[src/rtl/core/ffs_pkg.sv]
package ffs_pkg;

    // entry store depth and the index width that follows from it
    localparam int PIXELS = 65536;
    localparam int ADDR_W = $clog2(PIXELS);

    // field widths
    localparam int ADDR_IN_W = 16;
    localparam int PLANE_W   = 8;
    localparam int MEAS_W    = 32;
    localparam int COEF_W    = 24;
    localparam int MAP_W     = 8;
    localparam int SUM_W     = 32;

    // address reduction by reciprocal multiply, then one multiply-subtract and one correction
    localparam int RECIP_W     = 33;
    localparam int RECIP_SHIFT = 32;
    localparam logic [RECIP_W-1:0] RECIP = RECIP_W'((64'd1 << RECIP_SHIFT) / 64'(PIXELS));
    localparam int PROD_W = ADDR_IN_W + RECIP_W;
    localparam int QUOT_W = ADDR_IN_W;
    localparam int WIDE_W = ADDR_IN_W + ADDR_W + 2;

    localparam logic [MAP_W-1:0] MAP_INIT = MAP_W'(1);
    localparam logic [MAP_W-1:0] MAP_MAX  = {MAP_W{1'b1}};

    localparam logic signed [SUM_W-1:0] SUM_MAX = {1'b0, {(SUM_W-1){1'b1}}};
    localparam logic signed [SUM_W-1:0] SUM_MIN = {1'b1, {(SUM_W-1){1'b0}}};

    typedef logic [ADDR_W-1:0] ffs_idx_t;
    typedef logic [QUOT_W-1:0] ffs_quot_t;
    typedef logic [WIDE_W-1:0] ffs_wide_t;

    typedef struct packed {
        logic [ADDR_IN_W-1:0]     pixel_address;
        logic [PLANE_W-1:0]       plane_number;
        logic                     first_plane;
        logic [MEAS_W-1:0]        high_measure;
        logic [MEAS_W-1:0]        low_measure;
        logic signed [COEF_W-1:0] approx_coef;
        logic signed [COEF_W-1:0] horiz_coef;
        logic signed [COEF_W-1:0] vert_coef;
        logic signed [COEF_W-1:0] diag_coef;
    } ffs_in_t;

    typedef struct packed {
        logic signed [COEF_W-1:0] fused_approx;
        logic signed [COEF_W-1:0] fused_horiz;
        logic signed [COEF_W-1:0] fused_vert;
        logic signed [COEF_W-1:0] fused_diag;
        logic [MAP_W-1:0]         high_plane_map;
        logic [MAP_W-1:0]         low_plane_map;
        logic signed [SUM_W-1:0]  approx_sum;
        logic [MEAS_W-1:0]        best_high;
        logic [MEAS_W-1:0]        best_low;
    } ffs_out_t;

    typedef struct packed {
        logic     rd_en;
        ffs_idx_t rd_idx;
        logic     wr_en;
        ffs_idx_t wr_idx;
    } ffs_mem_ctrl_t;

    // floor(addr / PIXELS), possibly one low
    function automatic ffs_quot_t addr_quotient(input logic [ADDR_IN_W-1:0] addr);
        logic [PROD_W-1:0] prod;
        prod = PROD_W'(addr) * PROD_W'(RECIP);
        return prod[RECIP_SHIFT +: QUOT_W];
    endfunction

    // addr - quot * PIXELS with one correction step
    function automatic ffs_wide_t addr_remainder(input logic [ADDR_IN_W-1:0] addr,
                                                 input ffs_quot_t quot);
        ffs_wide_t qp;
        ffs_wide_t rem;
        qp  = WIDE_W'(quot) * WIDE_W'(PIXELS);
        rem = WIDE_W'(addr) - qp;
        if (rem >= WIDE_W'(PIXELS))
        begin
            rem = rem - WIDE_W'(PIXELS);
        end
        return rem;
    endfunction

endpackage

[src/rtl/core/ffs_update.sv]
module ffs_update (
    input  ffs_pkg::ffs_in_t  item,
    input  ffs_pkg::ffs_out_t entry,
    output ffs_pkg::ffs_out_t updated
);

    logic [ffs_pkg::MAP_W-1:0]        map_val;
    logic signed [ffs_pkg::SUM_W:0]   sum_wide;
    logic signed [ffs_pkg::SUM_W-1:0] sum_sat;
    logic signed [ffs_pkg::SUM_W-1:0] coef_ext;

    assign coef_ext = {{(ffs_pkg::SUM_W-ffs_pkg::COEF_W){item.approx_coef[ffs_pkg::COEF_W-1]}},
                       item.approx_coef};

    // plane + 1, held at the top code
    assign map_val = (item.plane_number == ffs_pkg::MAP_MAX) ? ffs_pkg::MAP_MAX
                                                            : item.plane_number + 1'b1;

    always_comb
    begin
        sum_wide = {entry.approx_sum[ffs_pkg::SUM_W-1], entry.approx_sum}
                 + {coef_ext[ffs_pkg::SUM_W-1], coef_ext};
        if (sum_wide[ffs_pkg::SUM_W] != sum_wide[ffs_pkg::SUM_W-1])
        begin
            sum_sat = sum_wide[ffs_pkg::SUM_W] ? ffs_pkg::SUM_MIN : ffs_pkg::SUM_MAX;
        end
        else
        begin
            sum_sat = sum_wide[ffs_pkg::SUM_W-1:0];
        end
    end

    always_comb
    begin
        updated = entry;
        if (item.first_plane)
        begin
            updated.fused_approx   = item.approx_coef;
            updated.fused_horiz    = item.horiz_coef;
            updated.fused_vert     = item.vert_coef;
            updated.fused_diag     = item.diag_coef;
            updated.high_plane_map = ffs_pkg::MAP_INIT;
            updated.low_plane_map  = ffs_pkg::MAP_INIT;
            updated.approx_sum     = coef_ext;
            updated.best_high      = item.high_measure;
            updated.best_low       = item.low_measure;
        end
        else
        begin
            // detail bands follow the detail measure
            if (item.high_measure > entry.best_high)
            begin
                updated.best_high      = item.high_measure;
                updated.fused_horiz    = item.horiz_coef;
                updated.fused_vert     = item.vert_coef;
                updated.fused_diag     = item.diag_coef;
                updated.high_plane_map = map_val;
            end
            if (item.low_measure > entry.best_low)
            begin
                updated.best_low      = item.low_measure;
                updated.fused_approx  = item.approx_coef;
                updated.low_plane_map = map_val;
            end
            updated.approx_sum = sum_sat;
        end
    end

endmodule

[config.mk]
export PLATFORM = sky130hd
export DESIGN_NAME = ffs_update
export DESIGN_NICKNAME = d
export VERILOG_FILES = /design/src/rtl/core/ffs_pkg.sv /design/src/rtl/core/ffs_update.sv
export SDC_FILE = /design/constraint.sdc
export NUM_CORES = 1
export LEC_CHECK = 0
export BUFFER_PORTS_ARGS = -buffer_cell sky130_fd_sc_hd__buf_4
export CORE_AREA = 2 2 232 234
export DETAILED_ROUTE_END_ITERATION = 6
export DIE_AREA = 0 0 234 236
export GPL_ROUTABILITY_DRIVEN = 1
export SLEW_MARGIN = 20
export SYNTH_ARGS = -nofsm -noshare
export SYNTH_HDL_FRONTEND = slang
export SYNTH_SLANG_ARGS = --single-unit
[constraint.sdc]
create_clock -name vclk -period 5.1
set_clock_uncertainty 0.15 [all_clocks]
set_input_delay 0.51 -clock vclk [all_inputs]
set_output_delay 0.51 -clock vclk [all_outputs]
set_load 0.01 [all_outputs]
# ---- Yosys cells after proc, flatten, opt, wreduce, memory -nomap -nowiden
# Cells that the tools add are included.
dict set report op_classes {
  n_lt_le_gt_ge 2
  n_eq_ne 2
  mux 9
  add_sub_neg 2
}
# op n
set op_table {}
lappend op_table {{208-bit 2-to-1 mux} 1}
lappend op_table {{32-bit 2-to-1 mux} 4}
lappend op_table {{80-bit 2-to-1 mux} 1}
lappend op_table {{32-bit greater-than comparator} 2}
lappend op_table {{32-bit by 24-bit adder with 33-bit output} 1}
lappend op_table {{24-bit 2-to-1 mux} 1}
lappend op_table {{8-bit 2-to-1 mux} 2}
lappend op_table {{8-bit by 1-bit adder with 8-bit output (second input constant)} 1}
lappend op_table {{8-bit equality test (second input constant)} 1}
lappend op_table {{1-bit != test} 1}
dict set report word_totals {
  regBits 0
  elab_cells 15
  output_inout_bits 208
}

# ---- Longest topological paths before layout
dict set report logic_depth {
  word_depth 4
  mapped_depth 16
  mapped_depth_nobuf 15
}

# ---- Worst setup path after synthesis
# Ideal clock, no wire load.
dict set report synth_path {
  kind {input-to-output}
  startpoint {in item[84] in the netlist's numbering}
  endpoint {out updated[73] in the netlist's numbering}
  cell_stages 16
  setup_slack_ns 1.072
  required_ns 4.440
  arrival_time_ns 3.368
  path_cell_list {ha_1 > clkbuf_1 > nor2_1 > o31ai_1 > nand4_1 > a211oi_1 > o21ai_0 > nand3_1 > o211ai_1 > xnor2_1 > ha_1 > nand3_1 > o21a_2 > buf_2 > o21ai_0 > mux2_2}
}
# item line_no
set synth_lines {}
lappend synth_lines {{start: declaration} ffs_update.sv:2} ;# input ffs_pkg::ffs_in_t item,
lappend synth_lines {{end: declaration} ffs_update.sv:4} ;# output ffs_pkg::ffs_out_t updated

==> metrics.md <==
| Metric | Value |
|---|---|
| Status | `finished clean` |
| Global-route wire length before repair | `56.3 mm` |
| Vias in the first global route | `8466` |
| Cts hold-fix bufs | `0` |
| Cell Area, Synth | `6100 sq um` |
| Post-CTS Repair Setup Buffers | `0` |
| Worst Tran Pin Value | `0.905 ns` |
| Critical Path Fanout Max | `19` |
| Kind of end point of the critical path | `output pin` |
| CP max stage delay | `about 0.45 ns` |
| Peak supply drop | `0.0000994 V` |
| Number of max-cap violations | `0` |
| Die Wd | `between 200 and 250 um` |
| Syn nets | `around 1300` |
| Avg Synthesized Cell Area | `just under 8 sq um` |
| DR pass1 iterations | `6` |
| P per Cell Area | `approximately 140 nW/um^2` |
| Setup TNS | `0 ns` |
| CP required | `about 4.4 ns` |
| Initial antenna violation count | `3` |
| Buffers added on ports | `between 500 and 600` |
| Setup crit start | `item[84]` |
| Layout area overhead | `87.8%` |
| Min Tclk post-route | `approximately 4.8 ns` |
| Crit path arrival time | `a little over 4 ns` |
| Layout cell share with drive strength beyond 1 | `0.576` |
| Unique masters post-synth | `54` |
| Tcrit/Tclk final | `0.938` |
| FFs & Latches | `0` |
| Final nets | `around 1900` |
| Finished Core Util | `0.216` |
| Post-Syn Instances | `around 780` |
| Post-CTS sizing | `0` |
| Final GP Congestion | `0.904` |
| RSZ-0062 raised after global routing | `no` |
| Die area | `55200 sq um` |
| Final worst slack | `0.317 ns` |
| Hold Path Class | `input port to output pin` |
| Crit start category | `input port` |
| Met1 Resource Use GR | `0.160` |
| Slowest cell on crit path | `ha_1` |
| All-Layer GR Usage | `0.139` |
| Seq. cell area | `0 sq um` |
| Final setup vio count | `0` |
| Detail Route Antenna Nets | `0` |
| Row cnt | `85` |
| DR iter-0 viols | `~270` |
| Vias per cell | `around 4.0` |
| Grt met2 use | `0.262` |
| Busiest grt layer | `met2` |
| IO Pins | `601` |
| Placement Setup Slack | `between 0.3 and 0.4 ns` |
| Critical path class | `input port to output pin` |
| Met3 usage | `0.0203` |
| Core area | `around 53000 sq um` |
| WL final | `roughly 42 mm` |
| Critical path cell sequence | `buf_4 > ha_1 > nor2_1 > o31ai_1 > nand4_1 > a211oi_1 > o21ai_0 > nand3_1 > o211ai_1 > xnor2_1 > ha_1 > nand3_1 > o21a_2 > buf_12 > nor2_1 > a221o_1 > buf_4` |
| Fillers | `slightly below 6000` |
| Via count | `8286` |
| Hold_sp | `entry[200]` |
| WL/cell | `about 20 um` |
| Max Fclk | `209 MHz` |
| Max-slew headroom | `0.393` |
| Starting Density | `0.115` |
| Synth area leaders | `mux2_2 30%, ha_1 20%, o21ai_0 5.0%, a21o_1 4.7%, inv_1 4.4%` |
| Yosys warning total | `0` |
| Leak | `slightly below 6 nW` |
| Yosys top cell by area | `mux2_2` |
| Clock buffer cells | `0` |
| Slew Limit Fails | `0` |
| Hold Vio Cnt, Final | `0` |
| Antenna Diode Count | `0` |
| Drt drc | `0` |
| Post-synth top area share | `0.299` |
| Largest net degree at the start of global routing | `between 50 and 60` |
| DP Wirelength | `~38 mm` |
| Seq/Total Area, Yosys | `0` |
| Die Y-Extent | `236 um` |
| Aggregate global routing overflow | `0` |
==> worst paths after layout <==
check / to / slack (ns) / cells after the start
worst max-delay path: updated[81] / 0.32 / 17
worst min-delay path: updated[200] / 1.17 / 3
==> layer usage <==
metal,up-vias,part of all wire
li1,4042,-
met1,3839,0.40
met2,378,0.50
met3,27,0.070
met4,0,0.030
met5,-,0
==> layout by cell type (no fill, tap or decap), drive strengths merged, types with 6 or more instances in the layout <==
| master | netlist | final |
|---|---|---|
| nand2 | 40 | 40 |
| a21o | 38 | 38 |
| inv | 71 | 71 |
| xnor2 | 16 | 16 |
| a21oi | 49 | 49 |
| o21a | 9 | 9 |
| nand4 | 21 | 21 |
| nor3 | 15 | 15 |
| nand2b | 11 | 11 |
| a211oi | 6 | 6 |
| mux2 | 178 | 178 |
| buf | 19 | 612 |
| o21ai | 61 | 61 |
| nand3 | 10 | 10 |
| nor2 | 35 | 35 |
| xor2 | 17 | 17 |
| a31oi | 6 | 6 |
| nor2b | 9 | 9 |
| ha | 99 | 99 |
==> cells in the mapped netlist (all sizes together), types with 11 or more instances <==
master  count
mux2      178
ha         99
inv        71
o21ai      61
a21oi      49
nand2      40
a21o       38
nor2       35
nand4      21
buf        19
xor2       17
xnor2      16
nor3       15
clkbuf     14
nand2b     11
==> metrics by stage <==
stage / power (W) / hold slack, ns / cells / instance area [sq um]
2_1_floorplan: 0.000751 / 1.02 / 781 / 6100
3_3_place_gp: 0.00164 / 1.16 / 2056 / 11500
3_5_place_dp: 0.00165 / 1.16 / 2056 / 11500
4_1_cts: 0.00166 / 1.17 / 2056 / 11500
5_1_grt: 0.00176 / 1.17 / 2056 / 11500
6_report: 0.00163 / 1.17 / 2056 / 11500
==> logic make-up (layout without fill, tap and decap cells) <==
kind of cell / Yosys count / after routing / share of synthesized area
fa+ha+maj: 100 / 100 / 0.206
buf+inv: 104 / 683 / 0.0717
compound gates: 198 / 198 / 0.204
xor+xnor: 33 / 33 / 0.0473
simple gates: 163 / 163 / 0.134
mux: 183 / 183 / 0.337
==> layout make-up <==
cell class	count	area, sq um	area share
inverter	71	267	0.0232
multi-input combinational	677	5680	0.496
tap	696	871	0.0760
timing repair buffer	612	4640	0.405
==> report_power, final <==
group | total, W | internal, W | switching, W
Sequential | 0 | 0 | 0
Clock | 0 | 0 | 0
Combinational | 0.00163 | 0.000837 | 0.000793
==> critical path, delay by kind of cell <==
kind,cells,cell delay [ns]
adders and majority gates,2,0.77
and+or+nand+nor,5,0.72
buffers and inverters,3,0.42
xor gates and xnor gates,1,0.16
AOI/OAI and AO/OA,6,1.53
Note: power is estimated with default switching activity, not from simulation.
